`src/sv/rc4_ram.sv`:
```
// rc4_ram: generic simple dual-port ram, one write and one registered read
// no dependencies

module rc4_ram #(
   parameter int WIDTH = 8,
   parameter int DEPTH = 256,
   localparam int AW = (DEPTH > 1) ? $clog2(DEPTH) : 1
) (
   input  logic             clock,
   input  logic             wr_en,
   input  logic [AW-1:0]    wr_addr,
   input  logic [WIDTH-1:0] wr_data,
   input  logic             rd_en,
   input  logic [AW-1:0]    rd_addr,
   output logic [WIDTH-1:0] rd_data
);
   logic [WIDTH-1:0] mem_ff [DEPTH];
   logic [WIDTH-1:0] rd_data_ff;

   // write, and read of the old contents
   always_ff @(posedge clock) begin
      if (wr_en) begin
         mem_ff[wr_addr] <= wr_data;
      end
      if (rd_en) begin
         rd_data_ff <= mem_ff[rd_addr];
      end
   end

   assign rd_data = rd_data_ff;
endmodule

```
`config.mk`:
```
export PLATFORM = sky130hd
export DESIGN_NAME = rc4_ram
export DESIGN_NICKNAME = d
export VERILOG_FILES = /design/src/sv/rc4_ram.sv
export SDC_FILE = /design/constraint.sdc
export NUM_CORES = 2
export LEC_CHECK = 0
export BUFFER_PORTS_ARGS = -buffer_cell sky130_fd_sc_hd__buf_2
export CORE_MARGIN = 3
export CORE_UTILIZATION = 50
export DETAILED_ROUTE_END_ITERATION = 8
export PLACE_DENSITY = 0.68
export SETUP_SLACK_MARGIN = 0.4
export SYNTH_ARGS = -nofsm -noshare
export SYNTH_HDL_FRONTEND = slang
export SYNTH_SLANG_ARGS = --single-unit
export TNS_END_PERCENT = 50
```
`constraint.sdc`:
```
create_clock -name clock -period 2.4 [get_ports clock]
set_clock_uncertainty 0.15 [all_clocks]
set_input_delay 0.24 -clock clock [delete_from_list [all_inputs] [get_ports clock]]
set_output_delay 0.24 -clock clock [all_outputs]
set_load 0.01 [all_outputs]
```
* Yosys cells after proc, flatten, opt, wreduce, memory -nomap -nowiden
Memories as Yosys holds them, arrays and structs flattened. A register that Yosys moved wholly into a read port is not among the register bits. Cells that the tools add are included.
Storage, ports and cells: register bits after elaboration 0, bits in writable memories 2048, input port bits 27, output and inout port bits 8, logic and storage cells 3, memories kept 1
Cells by class: multiplexer cells 2
Memories:
- mem_ff | words 256, bits a word 8, rd ports 1, clocked after memory_dff 1, wr ports 1, RTL line 17 | logic [WIDTH-1:0] mem_ff [DEPTH];
Operator list (count):
- $mux W1 | 2

* Depth between registers and ports, before layout
depth after elaboration 2, gate-level depth with buffers 11, depth with buffers taken out 6

* Worst setup path after synthesis
No wires, ideal clock.
kind in2reg, from input port rd_addr[0], to register rd_data_ff[2], in the netlist rd_data[2], read port of mem_ff, data pin, setup time 0.269 ns, arrival time 2.047 ns, required time 1.981 ns, slack -0.066 ns, stages 9, path buffers 4, cell sequence buf_6 -> buf_12 -> buf_8 -> buf_2 -> mux4_2 -> a22oi_1 -> a21oi_1 -> nor4_1 -> nor4_2
RTL lines:
- start, declared | RTL line 14 | input logic [AW-1:0] rd_addr,
- end, declared | RTL line 18 | logic [WIDTH-1:0] rd_data_ff;

==> flow_metrics.env <==
export IMPL_drt_iter0_drc=5565
export IMPL_rows=145
export IMPL_violations="negative setup slack"
export IMPL_total_leakage_power_uw=0.0302
export IMPL_fmax_mhz=378
export IMPL_core_area_sq_mm=0.157
export IMPL_place_congestion=0.933
export IMPL_ir_worst_vdd_mv=0.669
export IMPL_hold_viol=0
export IMPL_drc=0
export IMPL_synth_xor_area_share_pct=0
export IMPL_syn_to_final_growth_pct=18.5
export IMPL_crit_required_ps=2840
export IMPL_period_minus_slack_ps=2650
export IMPL_slew_headroom_pct=23.4
export IMPL_worstPathMaxFanout=1
export IMPL_power_density_mw_per_mm2=790
export IMPL_syn_mean_instance_area_sq_um=21.3
export IMPL_critPathLaunchType="flop"
export IMPL_antenna_found_initial=9
export IMPL_ant_nets=0
export IMPL_grt_max_degree=85
export IMPL_status="complete, but fails checks"
export IMPL_cp_end_kind="flop"
export IMPL_cap_viol_max_count=0
export IMPL_finalMaxSlewViolations=0
export IMPL_syn_cell_area_sq_mm=0.0796
export IMPL_clk_insertion_delay_late_ps=830
export IMPL_portBuffers=34
export IMPL_die_x_um=405
export IMPL_wl_um=202000
export IMPL_drive_gt1_share_pct=34.1
export IMPL_worst_slack_ps=-246
export IMPL_synth_area_mux_share_pct=14.6
export IMPL_dpl_hpwl_um=132000
export IMPL_cts_tree="yes"
export IMPL_cts_root_buffer="clkbuf_16"
export IMPL_yosysWarningCount=0
export IMPL_clkTransAtPathRegs_ps=60
export IMPL_clk_path_buf_depth=3
export IMPL_yosysSeqAreaShare_pct=77.5
export IMPL_cts_sinks=2056
export IMPL_fillers=10800
export IMPL_dr_pass1_iters=5
export IMPL_syn_inst=3733
export IMPL_yosys_area_share_adder_pct=0
export IMPL_crit_arrival_ps=3090
export IMPL_yosys_register_bits=2056
export IMPL_setup_viol=7
export IMPL_grt_use_total_pct=25.0
export IMPL_grt_pass1_vias=41100
export IMPL_synthFlopType="edfxtp_1"
export IMPL_rsz0062_at_grt="true"
export IMPL_cts_made_buffers=200
export IMPL_grt_pass1_wl_um=293000
export IMPL_hp_class="input pin to flop"
export IMPL_wl_per_cell_um=30.5
export IMPL_io_pin_count=35
export IMPL_synth_cell_types=54
export IMPL_die_area_sq_mm=0.164
export IMPL_viasPerCell=6.24
export IMPL_synth_fp_nets=3760
export IMPL_yosys_area_share_simple_pct=2.63
export IMPL_synth_edf_count=2056
export IMPL_htree_levels=4
export IMPL_tightest_slew_ps=1140
export IMPL_layout_nets=4405
export IMPL_start_util_pct=50.6
export IMPL_pre_cts_ws_ps=-1140
export IMPL_synthArstFlopShare_pct=0
export IMPL_overflow=0
export IMPL_synth_compound_area_share_pct=3.42
export IMPL_synth_top_family_by_area="multiplexers"
export IMPL_crit_type="flop to flop"
export IMPL_die_h_um=405
export IMPL_min_period_over_period_pct=110
export IMPL_tns_ps=-987
export IMPL_num_vias=41200
[state kept, by name, indices dropped and copies added (netlist names)]
register / count
mem_ff: 2048
rd_data: 8
[logic make-up (layout without fill, tap and decap cells)]
kind of cell           Yosys count  in the layout
flip-flops                    2056           2056
AND/OR/NAND/NOR                466            466
AO/OA/AOI/OAI                  385            385
other                            0              4
buffers and inverters          235           1040
multiplexers                   591            591
[area by class of cell]
| cell class | count | area [sq um] | area share [%] |
|---|---|---|---|
| Tap cell | 2058 | 2570 | 2.73 |
| Clock buffer | 240 | 5220 | 5.53 |
| Inverter | 2 | 7.51 | 0.00795 |
| Antenna cell | 4 | 10.0 | 0.0106 |
| Timing Repair Buffer | 676 | 6240 | 6.62 |
| Sequential cell | 2056 | 61700 | 65.4 |
| Clock inverter | 122 | 1140 | 1.21 |
| Multi-Input combinational cell | 1442 | 17400 | 18.5 |
[routing by layer]
metal / track usage [%] / part of all wire, % / vias to the layer above / wire, um
li1: - / - / 17000 / -
met1: 36.2 / 40 / 21600 / 79700
met2: 37.9 / 47 / 2176 / 94000
met3: 6.16 / 10 / 348 / 21100
met4: 7.90 / 3.3 / 6 / 6720
met5: 0 / 0.017 / - / 35
[placed cells by master, fill, tap and decap left out, types with 49 or more instances in the layout]
master,n
a22oi_1,132
clkbuf_16,203
clkinv_1,49
nor2_1,192
mux4_2,455
mux2i_1,134
buf_4,537
buf_12,88
nor2_4,67
a21oi_1,95
edfxtp_1,2056
[stage by stage]
step	utilization, %	area [sq um]	std cells	hold slack (ps)	total power, uW
6_report	60.0	94400	6600	85.0	74500
5_1_grt	60.0	94400	6597	49.1	76700
4_1_cts	59.9	94200	6596	13.9	74900
3_5_place_dp	55.6	87400	6219	479	44600
3_3_place_gp	55.6	87400	6219	481	44600
2_1_floorplan	-	80500	3733	189	42400
[report_power, final]
| part | internal, uW | total, uW | switching, uW |
|---|---|---|---|
| clock network | 17300 | 30500 | 13200 |
| logic | 1770 | 4360 | 2590 |
| registers | 39600 | 39700 | 60.0 |
| total | 58700 | 74500 | 15900 |
[Yosys cell counts, types with 2 or more instances]
cell          n  area, sq um
o21ai_0      10         50.1
nor2b_1      31          194
clkbuf_1    111          417
and2_1        6         37.5
nand2_1      33          124
nor2_1      282         1060
o22a_1        5         43.8
a21oi_1      96          480
edfxtp_1   2056        61700
a221oi_1     13          114
and3b_1       2         17.5
mux2i_1     134         1340
a31oi_1       2         12.5
o211ai_1     10         75.1
nand3b_1      2         15.0
buf_1        22         82.6
a22o_1        8         70.1
a22oi_1     133          998
nor4_2        3         37.5
or2_2         4         25.0
buf_2        31          155
o21ai_1       2         10.0
nor3_1       22          110
nand4_1      10         62.6
buf_6        21          236
nand2b_1      8         50.1
nand3_1      34          170
a211oi_1     16          120
buf_4        27          203
a2111oi_0     2         17.5
o32ai_1       4         35.0
a311oi_1      2         17.5
o221ai_1     46          403
buf_12        8          160
o22ai_1      28          175
mux4_2      454        10200
buf_8        13          195
mux4_1        2         52.6
nor4_1       24          150
a2111oi_1     2         20.0
[critical path, cell delays in order (launching register included)]
cell and delay [ps]:
edfxtp_1 370, mux4_2 490, o22ai_1 170, nor3_1 70, buf_4 190, nor4_1 650
buf_4 260, nor4_2 50
[worst paths after layout]
path | from | to | slack (ps) | cells after the start
worst max-delay path | mem_ff[234][2] | rd_data[2] | -250 | 7
worst min register to register | mem_ff[11][4] | rd_data[4] | 990 | 5
worst min-delay path | wr_addr[4] | mem_ff[241][6] | 90 | 4
worst max register to register | mem_ff[234][2] | rd_data[2] | -250 | 7
[repair_timing]
| item | in CTS | in global routing |
|---|---|---|
| hold buffers | 15 | 0 |
| endpoints found under the setup margin | 13 | 67 |
| pin swaps | 18 | 13 |
| resized for setup | 48 | 26 |
| setup buffers | 0 | 0 |
| hold endpoints to repair | 1406 | 0 |
Note: power is estimated with default switching activity, not from simulation.
