$ cat src/sv/rc4_pkg.sv
// rc4_pkg: shared types and constants for the rc4 stream cipher block
// no dependencies; compiled first

package rc4_pkg;

   localparam int BYTE_W     = 8;
   localparam int PERM_DEPTH = 256;
   localparam int PERM_AW    = 8;
   localparam int CFG_W      = 9;

   // beat kind codes
   localparam logic KIND_KEY  = 1'b0;
   localparam logic KIND_TEXT = 1'b1;

   typedef logic [BYTE_W-1:0] byte_type;

   typedef struct packed {
      logic     kind;
      byte_type value;
   } req_payload_type;

   typedef struct packed {
      byte_type out_byte;
      byte_type keystream_byte;
   } rsp_payload_type;

   // access controls for the permutation store
   typedef struct packed {
      logic               clear;
      logic               rd_en;
      logic [PERM_AW-1:0] rd_addr;
      logic               wr_en;
      logic [PERM_AW-1:0] wr_addr;
      byte_type           wr_data;
   } perm_ctl_type;

endpackage

$ cat src/sv/rc4_ram.sv
// rc4_ram: generic simple dual-port ram, one write and one registered read
// no dependencies

module rc4_ram #(
   parameter int WIDTH = 8,
   parameter int DEPTH = 256,
   localparam int AW = (DEPTH > 1) ? $clog2(DEPTH) : 1
) (
   input  logic             clock,
   input  logic             wr_en,
   input  logic [AW-1:0]    wr_addr,
   input  logic [WIDTH-1:0] wr_data,
   input  logic             rd_en,
   input  logic [AW-1:0]    rd_addr,
   output logic [WIDTH-1:0] rd_data
);
   logic [WIDTH-1:0] mem_ff [DEPTH];
   logic [WIDTH-1:0] rd_data_ff;

   // write, and read of the old contents
   always_ff @(posedge clock) begin
      if (wr_en) begin
         mem_ff[wr_addr] <= wr_data;
      end
      if (rd_en) begin
         rd_data_ff <= mem_ff[rd_addr];
      end
   end

   assign rd_data = rd_data_ff;
endmodule

$ cat src/sv/rc4_perm_store.sv
// rc4_perm_store: 256-entry permutation memory, identity where not written
// depends on rc4_pkg and rc4_ram

module rc4_perm_store (
   input  logic                  clock,
   input  logic                  reset,
   input  rc4_pkg::perm_ctl_type ctl,
   output rc4_pkg::byte_type     rd_data
);
   import rc4_pkg::*;

   logic [PERM_DEPTH-1:0] valid_ff;
   logic [PERM_DEPTH-1:0] valid_in;
   logic [PERM_AW-1:0]    addr_ff;
   logic                  hit_ff;
   logic                  hit_in;
   logic                  byp_ff;
   logic                  byp_in;
   byte_type              byp_data_ff;
   byte_type              ram_q;

   rc4_ram #(
      .WIDTH(BYTE_W),
      .DEPTH(PERM_DEPTH)
   ) perm_ram (
      .clock   (clock),
      .wr_en   (ctl.wr_en),
      .wr_addr (ctl.wr_addr),
      .wr_data (ctl.wr_data),
      .rd_en   (ctl.rd_en),
      .rd_addr (ctl.rd_addr),
      .rd_data (ram_q)
   );

   // per-entry written flags; clear restores the identity of every entry
   always_comb begin
      valid_in = valid_ff;
      if (ctl.clear) begin
         valid_in = '0;
      end else if (ctl.wr_en) begin
         valid_in[ctl.wr_addr] = 1'b1;
      end
   end

   // same-cycle write to the read address is forwarded
   assign byp_in = ctl.wr_en && (ctl.wr_addr == ctl.rd_addr);
   assign hit_in = valid_ff[ctl.rd_addr];

   always_ff @(posedge clock) begin
      if (reset) begin
         valid_ff <= '0;
         hit_ff   <= 1'b0;
         byp_ff   <= 1'b0;
      end else begin
         valid_ff <= valid_in;
         if (ctl.rd_en) begin
            hit_ff <= hit_in;
            byp_ff <= byp_in;
         end
      end
   end

   // read address and forward data
   always_ff @(posedge clock) begin
      if (ctl.rd_en) begin
         addr_ff     <= ctl.rd_addr;
         byp_data_ff <= ctl.wr_data;
      end
   end

   assign rd_data = byp_ff ? byp_data_ff : (hit_ff ? ram_q : addr_ff);

   // checks
   a_clear_alone: assert property (@(posedge clock) disable iff (reset)
      ctl.clear |-> !ctl.rd_en && !ctl.wr_en)
      else $error("permutation clear overlaps an access");

   a_clear_done: assert property (@(posedge clock) disable iff (reset)
      ctl.clear |=> valid_ff == '0)
      else $error("written flags not cleared");

   a_bypass_src: assert property (@(posedge clock) disable iff (reset)
      (ctl.rd_en && byp_in) |=> byp_ff)
      else $error("read-during-write not forwarded");
endmodule

$ cat config.mk
export PLATFORM = sky130hd
export DESIGN_NAME = rc4_perm_store
export DESIGN_NICKNAME = d
export VERILOG_FILES = /design/src/sv/rc4_pkg.sv /design/src/sv/rc4_ram.sv /design/src/sv/rc4_perm_store.sv
export SDC_FILE = /design/constraint.sdc
export NUM_CORES = 2
export LEC_CHECK = 0
export BUFFER_PORTS_ARGS = -buffer_cell sky130_fd_sc_hd__buf_2
export CAP_MARGIN = 20
export CORE_MARGIN = 4
export CORE_UTILIZATION = 57
export CTS_CLUSTER_SIZE = 24
export DETAILED_ROUTE_END_ITERATION = 16
export PLACE_DENSITY = 0.84
export SLEW_MARGIN = 20
export SYNTH_ARGS = -nofsm -noshare
export SYNTH_HDL_FRONTEND = slang
export SYNTH_SLANG_ARGS = --single-unit
$ cat constraint.sdc
create_clock -name clock -period 2.5 [get_ports clock]
set_input_delay 0.5 -clock clock [delete_from_list [all_inputs] [get_ports clock]]
set_output_delay 0.5 -clock clock [all_outputs]
set_load 0.02 [all_outputs]
## Word-level counts from Yosys, hierarchy flattened

Memories as Yosys holds them, arrays and structs flattened. A register that Yosys moved wholly into a read port is not among the register bits.
Cells that the tools add are included.

- $lt $le $gt $ge: 3
- Equality and inequality tests: 1
- Mux-type cells: 8
- Bitwise operators: 1
- Reductions and logical operators: 3

Operators with widths:

| kind | number |
|---|---|
| $or A256 B256 Y256 | 1 |
| $lt A8 B9 Y1 const B | 2 |
| $mux W8 | 2 |
| $bmux W1 S8 | 1 |
| $demux W1 S8 | 1 |
| $eq A8 B8 Y1 | 1 |
| $ge A8 B1 Y1 const B | 1 |
| $mux W1 | 4 |
| $logic_and A1 B1 Y1 | 2 |
| $reduce_or A2 Y1 | 1 |

- Bits in registers: 274
- Memory bits (writable): 2048
- Input port bits: 29
- Output and inout port bits: 8
- Word-level logic and storage cells: 22
- Memories kept: 1

Memory list:

| name | words | width | rd ports | clocked after memory_dff | wr ports | RTL line | text |
|---|---|---|---|---|---|---|---|
| perm_ram.mem_ff | 256 | 8 | 1 | 1 | 1 | rc4_ram.sv:17 | `logic [WIDTH-1:0] mem_ff [DEPTH];` |

## Longest topological paths before layout

- Depth in word-level cells: 5
- Mapped depth: 10
- Gate-level depth less buffers: 6

## By module

From an unflattened synthesis, not the netlist that was laid out.

- Cell total of the unflattened synthesis: 4890
- Area, all modules: 90653.2 µm²

By module, submodules not included:

| module | times used | cells an instance | area each (µm²) | sequential area each (µm²) |
|---|---|---|---|---|
| rc4_ram | 1 | 3733 | 79636.4 | 61739.2 |
| rc4_perm_store | 1 | 1157 | 11016.8 | 5645.4 |

## Worst setup path before layout

No wires, ideal clock.

- Kind: input-to-reg
- Start point: in ctl[18] (netlist name)
- End point: reg perm_ram.rd_data_ff[4] (netlist: perm_ram.rd_data[4]) (read register of perm_ram.mem_ff) (data pin)
- Setup time: 266 ps
- Data arrival time: 2351 ps
- Required time: 2234 ps
- Slack: -117 ps
- Cell stages on the path: 9
- Buffers on the path: 4
- Cells stage by stage: buf_2 -> buf_2 -> buf_2 -> buf_1 -> mux4_2 -> a221oi_1 -> o22ai_1 -> o21ai_0 -> nand4_1

RTL lines:

| what | RTL line | text |
|---|---|---|
| start: declaration | rc4_perm_store.sv:7 | `input rc4_pkg::perm_ctl_type ctl,` |
| end: declaration | rc4_ram.sv:18 | `logic [WIDTH-1:0] rd_data_ff;` |

## Worst setup path in the final report

- Start point: reg hit_ff
- End point: out rd_data[0]

- Longest elaborated chain between the ends: 2

RTL lines:

| what | RTL line | text |
|---|---|---|
| start: declaration | rc4_perm_store.sv:15 | `logic hit_ff;` |
| start signal: assignment | rc4_perm_store.sv:57 | `hit_ff <= hit_in;` |
| $mux W8 (2 in a row) | rc4_perm_store.sv:71 | `assign rd_data = byp_ff ? byp_data_ff : (hit_ff ? ram_q : addr_ff);` |
| end: declaration | rc4_perm_store.sv:8 | `output rc4_pkg::byte_type rd_data` |

Every way passes these cells.

==> impl_metrics.toml <==
[run_status]
status = "complete, but fails checks"
failed_checks = "setup timing"

[logic_synthesis]
synth_enable_flop_cells = 2072
synth_area_per_cell_um2 = 19.7
syn_inst = 4522
syn_nets = 4551
ys_seq_area_share_pct = 75.8
synth.cell_area_mm2 = 0.0889
ys.flop_type = "edfxtp_1"
ys_ff_latch = 2330
yosys_warnings = 0
async_reset_ff_share_pct = 0
ys_types = 50

[timing]
setup_viol = 12
whs_ns = 0.107
max_freq_mhz = 385
worst_pin_slew_ns = 1.32
period_share_pct = 104
skew_ns = 0.0318
finalHoldViolCount = 0
tns_ns = -0.487
fin_crit_ns = 2.60
relSlewSlack_pct = 11.6
rsz0062_at_grt = "yes"
final_max_slew_viol_count = 0
setup_ws_ns = -0.0984

[critical_path]
critPathMaxFanout = 3
critPathKind = "reg -> out"
crit_buf_inv = 3
r2r_end = "perm_ram.rd_data[0]$_DFFE_PP_"
critPathMaxStageDelay_ns = 0.38
cpLargestDelayFamily = "buffers and inverters"
critPathLaunchType = "flop"
crit_required_ns = 2.00
worstSetupPathDepth = 5
r2r-start = "perm_ram.mem_ff[243][0]$_DFFE_PP_"
reg2reg_depth = 8
path_common_cell = "buf_4"
cp-end-kind = "output port"
slowest_stage = "dfxtp_4"
critical_path_arrival_ns = 2.10
path_cells = "buf_4 > mux2i_1 > o21ai_1 > buf_4 > buf_4"
ff2ff_setup_slack_ns = -0.04

[hold_path]
hp-class = "in -> reg"
min-delay-start = "ctl[3]"
holdPathStages = 1
holdPathEnd = "perm_ram.mem_ff[187][3]$_DFFE_PP_"

[drt]
antenna_left = 0
routedWlPerCell_um = 32.2
vias_per_cell = 6.87
dr.pass1.iters = 7
wl_mm = 239
vias = 51036
remaining_drc_errors = 0
drt_iter0_drc = 8325

[cts]
clk_root_buffer_cell = "clkbuf_16"
cts_made_buffers = 214
clock_sinks = 2330
ctsHtreeMaxLevel = 4
cts_buffer_depth = 3
cts_tree = "yes"
clock_latency_ns = 0.86
cts.clk_slew.worst_paths_ns = 0.07

[grt]
grt_antenna_before_repair = 14
track_usage_pct = 29.4
grt_pass1_wl_mm = 350
grt_pass1_vias = 51603
grt_max_degree = 105
grt_overflow = 0

[final_layout]
area_growth_pct = 17.5
layout_commonest_cell = "edfxtp_1"
regArea_mm2 = 0.0674
nFillCells = 8777
nets = 5221
multi_input_area_mm2 = 0.0205
final_cell_mix = "2072 x edfxtp_1, 721 x nor2_1, 595 x buf_4, 562 x mux4_2, 256 x dfxtp_1"
drive_gt1_share_pct = 32.1

[power]
p_leak_nw = 34.1
cellPowerDensity_mw_per_mm2 = 766
ir_drop_uv = 620

[job]
maxCapViolations = 0

[placement]
gp_congestion = 0.997
dpl.hpwl_mm = 143
portBuffers = 36

[floorplan]
ios = 37
rows = 144
core_mm2 = 0.155
initial_core_util_pct = 57.5
die_x_um = 403
die_h_um = 403
dieArea_mm2 = 0.162
registers in the layout, indices dropped and copies added, names as in the netlist:
name / count
perm_ram.mem_ff: 2048
valid_ff: 256
addr_ff: 8
byp_data_ff: 8
perm_ram.rd_data: 8
byp_ff: 1
hit_ff: 1
metal layers:
layer | global-route usage [%] | wire, um
met4 | 14.3 | 12900
met1 | 37.9 | 78600
met5 | 0 | 71
met2 | 46.7 | 117000
met3 | 8.21 | 30300
worst register-to-register path: stages, from the launching register on:
cell and delay, ns:
edfxtp_1 0.38, mux4_2 0.49, a22o_1 0.26, a221oi_2 0.20
buf_4 0.16, o22ai_1 0.15, o21ai_1 0.32, buf_4 0.19
nand4_1 0.11
cell families after synthesis:
logic type             count (synthesis)  share of synthesized area, %
AO/OA/AOI/OAI                        445                          3.98
multiplexers                         603                          14.7
AND/OR/NAND/NOR                      844                          3.78
flip-flops                          2330                          75.8
XOR/XNOR                               8                        0.0788
buffers and inverters                292                          1.67
timing repair:
item,4_1_cts,5_1_grt
endpoints found under the hold margin,15,0
buffers inserted,0,4
setup endpoints to repair,16,16
hold buffers,3,0
pin swaps,10,16
resized for setup,49,65
gates cloned,0,0
worst max-delay path by stage:
stage | from | to | slack (ns)
CTS | hit_ff$_SDFFE_PP0P_ | rd_data[1] | -0.10
floorplan | ctl[17] | perm_ram.rd_data[7]$_DFFE_PP_ | 0.0006
finish | hit_ff$_SDFFE_PP0P_ | rd_data[0] | -0.1
detailed placement | ctl[17] | perm_ram.rd_data[2]$_DFFE_PP_ | -1.07
global route | hit_ff$_SDFFE_PP0P_ | rd_data[4] | -0.11
global placement | ctl[17] | perm_ram.rd_data[2]$_DFFE_PP_ | -1.01
report_power, final:
group	switching [W]	total, W	internal, W
clock network	0.0145	0.0329	0.0184
registers	0.0000464	0.0425	0.0424
logic	0.00276	0.00467	0.00191
per-stage QoR:
step / area (um2) / std cells / util (%) / total power, W / worst slack [ns]
global placement: 96800 / 7014 / 62.6 / 0.0475 / -1.01
floorplan: 89000 / 4522 / - / 0.0454 / 0.000625
global route: 104000 / 7425 / 67.6 / 0.0821 / -0.114
finish: 104000 / 7432 / 67.6 / 0.0800 / -0.0984
detailed placement: 96800 / 7014 / 62.6 / 0.0477 / -1.07
CTS: 104000 / 7422 / 67.4 / 0.0800 / -0.102
cell type report:
| cell class | instances | share of cell area (%) |
|---|---|---|
| clock buffer | 312 | 5.86 |
| timing repair buffer | 743 | 6.65 |
| antenna | 7 | 0.0168 |
| inverter | 3 | 0.0108 |
| multi-input combinational | 1900 | 19.6 |
| clock inverter | 93 | 0.910 |
| tap | 2044 | 2.45 |
| sequential | 2330 | 64.5 |
cells in the mapped netlist (2+ instances only):
cell | n | share of area (%)
edfxtp_1 | 2072 | 70
nor2_1 | 722 | 3.0
a221oi_1 | 126 | 1.2
nand3_1 | 28 | 0.16
nor2b_1 | 16 | 0.11
nand2b_1 | 6 | 0.042
clkbuf_1 | 171 | 0.72
xor2_1 | 3 | 0.030
a221oi_2 | 2 | 0.034
nor3_1 | 2 | 0.011
nand4_1 | 19 | 0.13
and2_1 | 2 | 0.014
buf_2 | 42 | 0.24
a22oi_1 | 10 | 0.084
nand2_1 | 36 | 0.15
o21a_1 | 2 | 0.017
o21ai_1 | 21 | 0.12
a21oi_1 | 13 | 0.073
buf_4 | 24 | 0.20
or2_2 | 4 | 0.028
o22ai_1 | 72 | 0.51
dfxtp_1 | 258 | 5.8
a2111oi_0 | 2 | 0.020
buf_1 | 19 | 0.080
a31oi_1 | 2 | 0.014
o221ai_1 | 6 | 0.059
nand4b_1 | 2 | 0.020
a22o_1 | 128 | 1.3
inv_1 | 3 | 0.013
o21ba_2 | 29 | 0.33
mux2i_1 | 41 | 0.46
xnor2_1 | 5 | 0.049
buf_6 | 33 | 0.42
o21ai_0 | 20 | 0.11
a211oi_1 | 5 | 0.042
mux4_2 | 562 | 14
Note: power is estimated with default switching activity, not from simulation.
